[src/rtl/core/grid_mesh_normal_tangent_unit_assert.svh]
// assertion macros shared by the grid mesh normal tangent unit
`ifndef GRID_MESH_NORMAL_TANGENT_UNIT_ASSERT_SVH
`define GRID_MESH_NORMAL_TANGENT_UNIT_ASSERT_SVH
`ifndef ASSERT_OFF
// checked property, off while reset is held
`define GMNT_ASSERT(lbl, prop, msg) \
    lbl: assert property (@(posedge i_clk) disable iff (!i_rst_n) prop) else $error(msg);
// checked property, also during reset
`define GMNT_ASSERT_ALWAYS(lbl, prop, msg) \
    lbl: assert property (@(posedge i_clk) prop) else $error(msg);
`else
`define GMNT_ASSERT(lbl, prop, msg)
`define GMNT_ASSERT_ALWAYS(lbl, prop, msg)
`endif
`endif

[src/rtl/core/gmnt_pkg.sv]
// shared types and constants of the grid mesh normal tangent unit
package gmnt_pkg;

    localparam int COL_W  = 6;
    localparam int ROW_W  = 16;
    localparam int IN_W   = 16;
    localparam int UNIT_W = 16;
    localparam int DATA_W = 32;
    localparam int ADDR_W = 3;
    localparam int STEP_W = 5;

    // register indexes
    localparam logic REG_GRID_COLUMNS = 1'b0;
    localparam logic REG_GRID_ROWS    = 1'b1;

    // one cell result as kept in the stores
    typedef struct packed {
        logic [2:0][UNIT_W-1:0] nrm;
        logic [2:0][UNIT_W-1:0] tan;
        logic                   deg;
    } t_res;

    // datapath operations
    typedef enum logic [4:0] {
        OP_NONE,
        OP_LATCH,
        OP_RD_A,
        OP_RD_B,
        OP_CAP_B,
        OP_EDGE,
        OP_CROSS,
        OP_NLOAD,
        OP_NSHIFT,
        OP_NZERO,
        OP_SQ,
        OP_SQRT_INIT,
        OP_SQRT,
        OP_DIV_INIT,
        OP_DIV,
        OP_DIV_ST,
        OP_REP_RD
    } t_op;

    // source of an emitted result
    typedef enum logic [1:0] {
        SRC_CELL,
        SRC_ROW_START,
        SRC_FIRST_ROW,
        SRC_CORNER
    } t_src;

    typedef struct packed {
        t_op              op;
        logic [STEP_W-1:0] step;
        logic [1:0]       k;
        logic             vsel;
        logic [COL_W-1:0] col;
        logic [COL_W-1:0] ridx;
        logic             prev_we;
        logic             first_we;
        logic             save_rs;
        logic             save_co;
        logic             emit;
        t_src             src;
        logic [COL_W-1:0] out_col;
        logic [ROW_W-1:0] out_row;
        logic             out_last;
    } t_cmd;

    typedef struct packed {
        logic zero;
        logic in_range;
        logic out_busy;
    } t_stat;

endpackage

[src/rtl/core/gmnt_ctrl.sv]
// controller: grid position, per-vertex sequence and result emission
`include "grid_mesh_normal_tangent_unit_assert.svh"
module gmnt_ctrl #(
    parameter int UNIT_FRAC_BITS = 14
) (
    input  logic                        i_clk,
    input  logic                        i_rst_n,
    input  logic                        i_valid,
    output logic                        o_ready,
    input  logic                        i_cfg_wr,
    input  logic [gmnt_pkg::COL_W-1:0]  i_cols,
    input  logic [gmnt_pkg::ROW_W-1:0]  i_rows,
    input  gmnt_pkg::t_stat             i_stat,
    output gmnt_pkg::t_cmd              o_cmd
);
    localparam int SW = gmnt_pkg::STEP_W;
    localparam int CW = gmnt_pkg::COL_W;
    localparam int RWD = gmnt_pkg::ROW_W;

    typedef enum logic [20:0] {
        S_IDLE   = 21'd1,
        S_WRP    = 21'd1 << 1,
        S_RDA    = 21'd1 << 2,
        S_RDB    = 21'd1 << 3,
        S_CAPB   = 21'd1 << 4,
        S_EDGE   = 21'd1 << 5,
        S_CROSS  = 21'd1 << 6,
        S_NLOAD  = 21'd1 << 7,
        S_NSHIFT = 21'd1 << 8,
        S_SQ     = 21'd1 << 9,
        S_SQRTI  = 21'd1 << 10,
        S_SQRT   = 21'd1 << 11,
        S_DIVI   = 21'd1 << 12,
        S_DIV    = 21'd1 << 13,
        S_DIVST  = 21'd1 << 14,
        S_FIN    = 21'd1 << 15,
        S_EMC    = 21'd1 << 16,
        S_EMRS   = 21'd1 << 17,
        S_REPRD  = 21'd1 << 18,
        S_REPEM  = 21'd1 << 19,
        S_EMCO   = 21'd1 << 20
    } t_state;

    t_state          r_state, n_state;
    logic [CW-1:0]   r_col, n_col, r_idx, n_idx;
    logic [RWD-1:0]  r_row, n_row;
    logic [SW-1:0]   r_step, n_step;
    logic [1:0]      r_k, n_k;
    logic            r_vsel, n_vsel;
    logic            accept, do_adv, next_vec;
    logic [CW-1:0]   ac_col;
    logic [RWD-1:0]  ac_row;
    gmnt_pkg::t_cmd  cmd;

    assign o_ready = (r_state == S_IDLE);
    assign accept  = o_ready && i_valid;
    assign ac_col  = (r_col >= i_cols) ? '0 : r_col;
    assign ac_row  = (r_row >= i_rows) ? '0 : r_row;

    // next state and commands
    always_comb begin
        n_state  = r_state;
        n_col    = r_col;
        n_row    = r_row;
        n_idx    = r_idx;
        n_step   = r_step;
        n_k      = r_k;
        n_vsel   = r_vsel;
        do_adv   = 1'b0;
        next_vec = 1'b0;
        cmd          = '0;
        cmd.op       = gmnt_pkg::OP_NONE;
        cmd.src      = gmnt_pkg::SRC_CELL;
        cmd.step     = r_step;
        cmd.k        = r_k;
        cmd.vsel     = r_vsel;
        cmd.col      = r_col;
        cmd.ridx     = r_col;
        cmd.out_col  = r_col;
        cmd.out_row  = r_row - RWD'(1);
        cmd.out_last = 1'b1;
        case (r_state)
            S_IDLE: begin
                if (accept) begin
                    cmd.op = gmnt_pkg::OP_LATCH;
                    n_col  = ac_col;
                    n_row  = ac_row;
                    if (ac_row == '0) n_state = S_WRP;
                    else if (ac_col < i_cols - CW'(1)) n_state = S_RDA;
                    else n_state = S_EMRS;
                end
            end
            S_WRP: begin
                cmd.prev_we = 1'b1;
                do_adv      = 1'b1;
                n_state     = S_IDLE;
            end
            S_RDA: begin
                cmd.op  = gmnt_pkg::OP_RD_A;
                n_state = S_RDB;
            end
            S_RDB: begin
                cmd.op   = gmnt_pkg::OP_RD_B;
                cmd.ridx = r_col + CW'(1);
                n_state  = S_CAPB;
            end
            S_CAPB: begin
                cmd.op  = gmnt_pkg::OP_CAP_B;
                n_state = S_EDGE;
            end
            S_EDGE: begin
                cmd.op      = gmnt_pkg::OP_EDGE;
                cmd.prev_we = 1'b1;
                n_step      = '0;
                n_state     = S_CROSS;
            end
            S_CROSS: begin
                cmd.op = gmnt_pkg::OP_CROSS;
                n_step = r_step + SW'(1);
                if (r_step == SW'(5)) begin
                    n_vsel  = 1'b0;
                    n_state = S_NLOAD;
                end
            end
            S_NLOAD: begin
                cmd.op  = gmnt_pkg::OP_NLOAD;
                n_state = S_NSHIFT;
            end
            S_NSHIFT: begin
                if (i_stat.zero) begin
                    cmd.op   = gmnt_pkg::OP_NZERO;
                    next_vec = 1'b1;
                end else if (i_stat.in_range) begin
                    n_k     = '0;
                    n_state = S_SQ;
                end else begin
                    cmd.op = gmnt_pkg::OP_NSHIFT;
                end
            end
            S_SQ: begin
                cmd.op = gmnt_pkg::OP_SQ;
                n_k    = r_k + 2'd1;
                if (r_k == 2'd2) n_state = S_SQRTI;
            end
            S_SQRTI: begin
                cmd.op  = gmnt_pkg::OP_SQRT_INIT;
                n_step  = '0;
                n_state = S_SQRT;
            end
            S_SQRT: begin
                cmd.op = gmnt_pkg::OP_SQRT;
                n_step = r_step + SW'(1);
                if (r_step == SW'(30)) begin
                    n_k     = '0;
                    n_state = S_DIVI;
                end
            end
            S_DIVI: begin
                cmd.op  = gmnt_pkg::OP_DIV_INIT;
                n_step  = '0;
                n_state = S_DIV;
            end
            S_DIV: begin
                cmd.op = gmnt_pkg::OP_DIV;
                n_step = r_step + SW'(1);
                if (r_step == SW'(UNIT_FRAC_BITS)) n_state = S_DIVST;
            end
            S_DIVST: begin
                cmd.op = gmnt_pkg::OP_DIV_ST;
                if (r_k == 2'd2) begin
                    next_vec = 1'b1;
                end else begin
                    n_k     = r_k + 2'd1;
                    n_state = S_DIVI;
                end
            end
            S_FIN: begin
                cmd.first_we = (r_row == RWD'(1));
                cmd.save_rs  = (r_col == '0);
                cmd.save_co  = (r_col == i_cols - CW'(2));
                n_state      = S_EMC;
            end
            S_EMC: begin
                if (!i_stat.out_busy) begin
                    cmd.emit = 1'b1;
                    do_adv   = 1'b1;
                    n_state  = S_IDLE;
                end
            end
            S_EMRS: begin
                cmd.prev_we = 1'b1;
                cmd.src     = gmnt_pkg::SRC_ROW_START;
                cmd.out_last = (r_row != i_rows - RWD'(1));
                if (!i_stat.out_busy) begin
                    cmd.emit = 1'b1;
                    if (r_row == i_rows - RWD'(1)) begin
                        n_idx   = '0;
                        n_state = S_REPRD;
                    end else begin
                        do_adv  = 1'b1;
                        n_state = S_IDLE;
                    end
                end
            end
            S_REPRD: begin
                cmd.op   = gmnt_pkg::OP_REP_RD;
                cmd.ridx = r_idx;
                n_state  = S_REPEM;
            end
            S_REPEM: begin
                cmd.src      = gmnt_pkg::SRC_FIRST_ROW;
                cmd.out_col  = r_idx;
                cmd.out_row  = i_rows - RWD'(1);
                cmd.out_last = 1'b0;
                if (!i_stat.out_busy) begin
                    cmd.emit = 1'b1;
                    if (r_idx == i_cols - CW'(2)) begin
                        n_state = S_EMCO;
                    end else begin
                        n_idx   = r_idx + CW'(1);
                        n_state = S_REPRD;
                    end
                end
            end
            S_EMCO: begin
                cmd.src     = gmnt_pkg::SRC_CORNER;
                cmd.out_col = i_cols - CW'(1);
                cmd.out_row = i_rows - RWD'(1);
                if (!i_stat.out_busy) begin
                    cmd.emit = 1'b1;
                    do_adv   = 1'b1;
                    n_state  = S_IDLE;
                end
            end
            default: begin
                n_state = S_IDLE;
            end
        endcase

        // move from normal to tangent, or finish the cell
        if (next_vec) begin
            if (!r_vsel) begin
                n_vsel  = 1'b1;
                n_state = S_NLOAD;
            end else begin
                n_state = S_FIN;
            end
        end

        // step the grid position
        if (do_adv) begin
            if (r_col + CW'(1) >= i_cols) begin
                n_col = '0;
                n_row = (r_row + RWD'(1) >= i_rows) ? '0 : r_row + RWD'(1);
            end else begin
                n_col = r_col + CW'(1);
            end
        end

        // a register write restarts the grid
        if (i_cfg_wr) begin
            n_col = '0;
            n_row = '0;
        end
    end

    assign o_cmd = cmd;

    // state registers
    always_ff @(posedge i_clk) begin
        if (!i_rst_n) begin
            r_state <= S_IDLE;
            r_col   <= '0;
            r_row   <= '0;
            r_idx   <= '0;
            r_step  <= '0;
            r_k     <= '0;
            r_vsel  <= 1'b0;
        end else begin
            r_state <= n_state;
            r_col   <= n_col;
            r_row   <= n_row;
            r_idx   <= n_idx;
            r_step  <= n_step;
            r_k     <= n_k;
            r_vsel  <= n_vsel;
        end
    end

    `GMNT_ASSERT(a_emit_when_free, cmd.emit |-> !i_stat.out_busy, "result emitted over a held one")
    `GMNT_ASSERT(a_one_vertex, accept |=> !o_ready, "second vertex taken while one is at work")
    `GMNT_ASSERT(a_col_bound, (r_state != S_IDLE) |-> (r_col < i_cols), "column beyond grid width")
    `GMNT_ASSERT(a_rep_bound, (r_state == S_REPEM) |-> (r_idx < i_cols - CW'(1)), "replay overrun")
endmodule

[config.mk]
export PLATFORM = sky130hd
export DESIGN_NAME = gmnt_ctrl
export DESIGN_NICKNAME = d
export VERILOG_FILES = /design/src/rtl/core/gmnt_pkg.sv /design/src/rtl/core/gmnt_ctrl.sv
export VERILOG_INCLUDE_DIRS = /design/src /design/src/rtl/core
export SDC_FILE = /design/constraint.sdc
export NUM_CORES = 1
export LEC_CHECK = 0
export BUFFER_PORTS_ARGS = -buffer_cell sky130_fd_sc_hd__buf_2
export CAP_MARGIN = 20
export CORE_MARGIN = 2
export CORE_UTILIZATION = 30
export DETAILED_ROUTE_END_ITERATION = 10
export PLACE_DENSITY = 0.44
export SYNTH_ARGS = -nofsm -noshare
export SYNTH_HDL_FRONTEND = slang
export SYNTH_SLANG_ARGS = --single-unit
[constraint.sdc]
create_clock -name i_clk -period 10.02 [get_ports i_clk]
set_input_delay 0.501 -clock i_clk [delete_from_list [all_inputs] [get_ports i_clk]]
set_output_delay 0.501 -clock i_clk [all_outputs]
set_load 0.005 [all_outputs]
==> impl_results.md, run 1 <==
- EDFF count, synth: 0
- P per Cell Area: 88.5 nW/um2
- Setup Fix Bufs, Post-CTS: 0
- Total core area: 21200 um2
- N_diodes: 0
- TritonCTS clock tree: yes
- FP Rows: 53
- Vias in the first global route: 6407
- Remaining DRCs: 0
- Overall Global Routing Usage: 20.4%
- Clk_lat worst skew: 350 ps
- Drt pass-1 iters: 5
- Nature of the critical path endpoint: flip-flop
- Die Y-Extent: 151 um
- Syn_nets: 983
- CP arrival: 4590 ps
- Status: complete, no violations
- Sequential share of the synthesized area: 17.5%
- Mapped cell area: 6510 um2
- VDD IR-drop max: 0.0850 mV
- R2r worst-path depth: 15
- ANT nets after route: 0
- Final worst-path cycle share: 43.1%
- Crit-path max FO: 16
- CTS clk-pin slew, worst paths: 60 ps
- Register Area: 1140 um2
- Non-Filler Instances: 1233
- Mapped Avg Cell Area: 7.31 um2
- Post-synth cell types: 79
- Achievable frequency: 0.231 GHz
- Worst Path Buf+Inv: 1
- Total Power: 0.658 mW
- Top delay family on crit path: compound AO/OA/AOI/OAI gates
- Minimum clock period: 4320 ps
- Sequential share of power: 35.0%
- 1st-iter DRT viols: 415
- Largest net degree at the start of global routing: 28
- Clk pwr share: 48.1%
- Slowest stage delay, CP: 620 ps
- DRT Wirelength: 22.8 mm
- First-pass GRT wire length: 35.8 mm
- CTS root buf: clkbuf_16
- Area of the multi-input gates: 5000 um2
- Synth-to-layout area growth: 14.0%
- Die area: 22900 um2
- Comb pwr share: 16.8%
- Post-synth top flop: dfxtp_1
- PortBufs: 84
- Fin Setup TNS: 0 ps
- Layout cells sized above 1: 15.2%
- Crit Path Category: reg2reg
- Initial antenna violation count: 0
- Worst Skew: 10.2 ps
- Finish-stage setup viols: 0
- Pleak: 3.30 nW
- Starting Density: 30.8%
- Hold Buf Count CTS: 0
- Hpwl dp: 18.0 mm
- Placed Area: 7130 um2
- Stages on worst setup path: 15
- RSZ-0062 raised after global routing: false
- Total CTS buffers: 9
- Max_slew headroom: 32.7%
- Yosys warnings: 0
- H-tree depth: 3
- Cell-internal power: 0.472 mW
- #FFs+latches synth: 57
- Startpoint types: flip-flop
- IO Pins: 85
- Slew Viols, Final: 0
- Fillcell total: 2320
- Critical Path, Cell by Cell: inv_1 > nor3_1 > nand3_1 > nor4_1 > nor2_1 > or2_2 > ha_1 > a21o_1 > a21o_1 > a21oi_1 > nor2_1 > a2111oi_0 > o2111a_1 > o21ai_0 > o21ai_2
- Via total after detailed routing: 6568
- Nets@finish: 1046
- Die span in x: 151 um
- Hold path cells: 2
- Data required, critical path: 10290 ps
- CTS sink cnt: 57
- Switching share of power: 28.3%
- Vias per cell: 5.33
- Post-synthesis cell count: 891
- Final Hold Violating Endpoints: 0
- Max-Cap Viols: 0
- Placed Instances: 1218
- Clock Path Buffers: 2
- Post-CTS resize count: 0
- Slowest CP cell: o2111a_1
- Worst Hold Class: reg2reg
- RePlAce Congestion: 0.858
- Worst Tran Pin Value: 1010 ps
- FFs w/ async S/R, synth: 0%
- WL per Instance: 18.5 um
- Net Sw Power: 0.186 mW
- GRT overflow: 0
- Fin area: 7430 um2
[placed cells by master, fill, tap and decap left out, types with 18 or more instances in the layout]
cell type / count
nor3_1: 30
nor4_1: 20
nand3_1: 38
xor2_1: 19
dfxtp_1: 57
nand2_1: 73
inv_1: 54
a21oi_1: 54
o21ai_0: 34
nand4_1: 19
ha_1: 63
nand2b_1: 18
nor2_1: 107
xnor2_1: 45
buf_2: 84
[metrics by stage]
| stage | setup WS (ps) | util (%) | hold WS [ps] |
|---|---|---|---|
| 2_1_floorplan | 6550 | - | 450 |
| 3_3_place_gp | 5710 | 33.7 | 474 |
| 6_report | 5700 | 35.1 | 460 |
| 4_1_cts | 5640 | 35.1 | 472 |
| 5_1_grt | 5120 | 35.1 | 496 |
| 3_5_place_dp | 5660 | 33.7 | 473 |
[power groups by stage]
stage | Sequential (mW) | Clock, mW | Combinational (mW)
2_1_floorplan | 0.235 | 0 | 0.0738
3_3_place_gp | 0.235 | 0 | 0.112
3_5_place_dp | 0.235 | 0 | 0.110
4_1_cts | 0.230 | 0.322 | 0.111
5_1_grt | 0.230 | 0.333 | 0.123
6_report | 0.230 | 0.317 | 0.111
[sequential cells by signal, indices dropped and copies added (netlist names)]
| register | flops |
|---|---|
| r_idx | 6 |
| r_col | 6 |
| r_state | 21 |
| r_vsel | 1 |
| r_k | 2 |
| r_row | 16 |
| r_step | 5 |
[final cells by class]
| class | instances | area share (%) |
|---|---|---|
| clock inverter | 3 | 0.539 |
| multi-input combinational | 745 | 67.4 |
| inverter | 55 | 2.78 |
| sequential | 57 | 15.4 |
| timing repair buffer | 86 | 5.86 |
| tap | 275 | 4.63 |
| clock buffer | 12 | 3.45 |
[logic make-up (layout without fill, tap and decap cells)]
logic type,after synthesis,after routing,synth area share (%)
compound gates,182,182,18.7
xor+xnor,66,66,9.30
fa+ha+maj,63,63,12.1
buf+inv,89,156,5.67
flops,57,57,17.5
mux,4,4,0.634
simple gates,430,430,36.1
[synth_stat cells (15+ instances only)]
library cell / count / area share, %
dfxtp_1: 57 / 18
nand2b_1: 18 / 1.7
nor2_1: 107 / 6.2
o21ai_0: 34 / 2.6
ha_1: 63 / 12
and2_1: 15 / 1.4
nand3_1: 38 / 2.9
nor3_1: 30 / 2.3
xnor2_1: 45 / 6.0
nor4_1: 20 / 1.9
clkbuf_1: 21 / 1.2
inv_1: 54 / 3.1
a21oi_1: 54 / 4.1
nand2_1: 73 / 4.2
nand4_1: 19 / 1.8
xor2_1: 19 / 2.6
[worst min-delay path: stages, from the launching register on]
cell	delay, ps
dfxtp_1	330
nand2_1	60
nor2_1	30
[worst paths after layout]
| check | slack (ps) | startpoint | end |
|---|---|---|---|
| max reg2reg | 5700 | r_row[1]$_SDFF_PP0_ | r_row[11]$_SDFF_PP0_ |
| max | 5700 | r_row[1]$_SDFF_PP0_ | r_row[11]$_SDFF_PP0_ |
| min | 460 | r_vsel$_SDFF_PN0_ | r_state[15]$_SDFFE_PN0P_ |
| min reg2reg | 460 | r_vsel$_SDFF_PN0_ | r_state[15]$_SDFFE_PN0P_ |
[routing by layer]
metal / share of wire, % / wire length (um) / GRT usage, %
met2: 45 / 10200 / 32.9
met4: 1.6 / 374 / 6.21
met1: 49 / 11100 / 28.3
met3: 4.6 / 1060 / 2.71
met5: 0 / 0 / 0
(Power assumes the default switching activity.)
==> run 2, diff against run 1 <==
--- a/config.mk
+++ b/config.mk
@@ -11,7 +11,7 @@
 export CORE_MARGIN = 2
 export CORE_UTILIZATION = 30
 export DETAILED_ROUTE_END_ITERATION = 10
-export PLACE_DENSITY = 0.44
+export PLACE_DENSITY = 0.46
 export SYNTH_ARGS = -nofsm -noshare
 export SYNTH_HDL_FRONTEND = slang
 export SYNTH_SLANG_ARGS = --single-unit
==> constraint.sdc (replaced) <==
create_clock -name i_clk -period 3.9 [get_ports i_clk]
set_input_delay 0.195 -clock i_clk [delete_from_list [all_inputs] [get_ports i_clk]]
set_output_delay 0.195 -clock i_clk [all_outputs]
set_load 0.005 [all_outputs]
==> run 2 against run 1 <==
Count of clock-buffer cells in the layout down 2. Fmax rose by 22%. Hold slack worse by 300 ps. Combinational power increased to 2.7 times the previous value. Sequential cell count stayed put. Clock power rose to 2.6 times the previous value. Die area unchanged. Via count rose by 2.0%.
==> impl_results.md, run 2 (same netlist as run 1, synthesis figures left out) <==
- Final worst-path cycle share: 90.5%
- Worst Hold Class: in2reg
- Synth-to-layout area growth: 18.3%
- H-tree depth: 3
- Vias per cell: 5.29
- Critical Path, Cell by Cell: inv_1 > nor3_2 > nand3_1 > nor4_1 > buf_4 > nor2_1 > or2_2 > ha_1 > a21o_1 > a21o_1 > a21oi_1 > nor2_1 > a2111oi_2 > o2111a_1 > buf_4 > o21ai_0 > o21ai_2
- IO Pins: 85
- GRT overflow: 0
- 1st-iter DRT viols: 423
- Startpoint types: flip-flop
- Switching share of power: 29.1%
- Max-Cap Viols: 0
- Wl on met1: 11.1 mm
- Die Y-Extent: 151 um
- TritonCTS clock tree: yes
- Nets@finish: 1079
- CTS sink cnt: 57
- Max_slew headroom: 39.2%
- PortBufs: 84
- Largest net degree at the start of global routing: 28
- Final hold slack: 159 ps
- Routed wl met2: 10.2 mm
- Minimum clock period: 3530 ps
- CTS root buf: clkbuf_16
- Vias in the first global route: 6410
- FP Rows: 53
- Die area: 22900 um2
- ANT nets after route: 0
- Initial antenna violation count: 0
- Slowest CP cell: dfxtp_2
- Setup Fix Bufs, Post-CTS: 0
- VDD IR-drop max: 0.212 mV
- Starting Density: 30.8%
- Fillcell total: 2285
- Pleak: 3.45 nW
- Clk_lat worst skew: 350 ps
- Detail Route met3 WL: 894 um
- CP arrival: 3810 ps
- Hpwl dp: 18.1 mm
- Finish-stage setup viols: 0
- WL per Instance: 17.8 um
- Die span in x: 151 um
- Register with the most flip-flops: r_state
- Slew Viols, Final: 0
- Worst Tran Pin Value: 908 ps
- Max reg flops: 21
- Largest registers: r_state x21, r_row x16
- Clock Path Buffers: 2
- Total Power: 1.70 mW
- Crit Path Category: reg2reg
- Net Sw Power: 0.495 mW
- First-pass GRT wire length: 35.3 mm
- Nature of the critical path endpoint: flip-flop
- DR top layer: met4
- Total core area: 21200 um2
- Layout cells sized above 1: 18.6%
- Status: complete, no violations
- Sequential share of power: 34.8%
- Data required, critical path: 4180 ps
- Drt pass-1 iters: 5
- Most common cell after layout, fill and taps aside: nor2_1
- Overall Global Routing Usage: 20.0%
- Clk pwr share: 47.9%
- CTS clk-pin slew, worst paths: 60 ps
- Achievable frequency: 0.283 GHz
- N_diodes: 0
- DRT Wirelength: 22.5 mm
- P per Cell Area: 221 nW/um2
- Total CTS buffers: 9
- Via total after detailed routing: 6697
- Crit-path max FO: 16
- Remaining DRCs: 0
- Worst Skew: 8.88 ps
- Final Hold Violating Endpoints: 0
- Slowest stage delay, CP: 390 ps
- Comb pwr share: 17.3%
- RePlAce Congestion: 0.871
- Cell-internal power: 1.21 mW
- Hold Buf Count CTS: 0
- Commonest cells after routing, fill and taps aside: nor2_1 (107), buf_2 (84), nand2_1 (73)
==> run 2: cell type report <==
class	instances	area, um2	area share, %
Timing Repair Buffer	119	683	8.87
Inverter	55	206	2.68
Multi-Input combinational cell	745	5020	65.2
Tap cell	275	344	4.47
Clock buffer	10	239	3.10
Sequential cell	57	1140	14.8
Clock inverter	6	67.6	0.877
==> run 2: what timing repair did <==
item,CTS,global route
gates cloned,0,0
endpoints found under the setup margin,7,16
resized for setup,1,4
==> run 2: path summary, 6_finish.rpt <==
path / startpoint / endpoint / depth (start not counted) / slack [ps]
setup / recovery: r_row[0]$_SDFF_PP0_ / r_row[10]$_SDFF_PP0_ / 17 / 370
setup reg to reg: r_row[0]$_SDFF_PP0_ / r_row[10]$_SDFF_PP0_ / 17 / 370
hold / removal: i_valid / r_state[0]$_SDFFE_PN1P_ / 2 / 160
hold reg to reg: r_vsel$_SDFF_PN0_ / r_state[15]$_SDFFE_PN0P_ / 2 / 480
==> run 2: per-layer routing <==
layer	up-vias	track usage (%)
li1	3406	-
met1	3123	27.9
met5	-	0
met4	0	4.86
met3	19	2.71
met2	149	32.4
==> run 2: worst max-delay path, delay by kind of cell, from the launching register on <==
kind / cells / cell delay [ps]
adder cells (fa/ha/maj): 1 / 300
buffers and inverters: 3 / 530
AND/OR/NAND/NOR: 6 / 960
flip-flops: 1 / 390
AO/OA/AOI/OAI: 7 / 1290
==> run 2: power by group through the flow <==
stage               combinational (mW)  sequential [mW]  clock, mW
floorplan                        0.190            0.603          0
global placement                 0.295            0.604          0
detailed placement               0.293            0.604          0
CTS                              0.295            0.591      0.832
global route                     0.324            0.592      0.855
finish                           0.295            0.592      0.815
==> run 2: stage by stage <==
step	worst slack, ps	setup TNS [ps]	util, %	area (um2)	instances
3_5_place_dp	8.68	0	34.9	7380	1251
5_1_grt	-5.50	-5.50	36.4	7700	1267
3_3_place_gp	111	0	34.9	7380	1251
4_1_cts	52.3	0	36.3	7690	1267
2_1_floorplan	431	0	-	6520	891
6_report	369	0	36.4	7700	1267
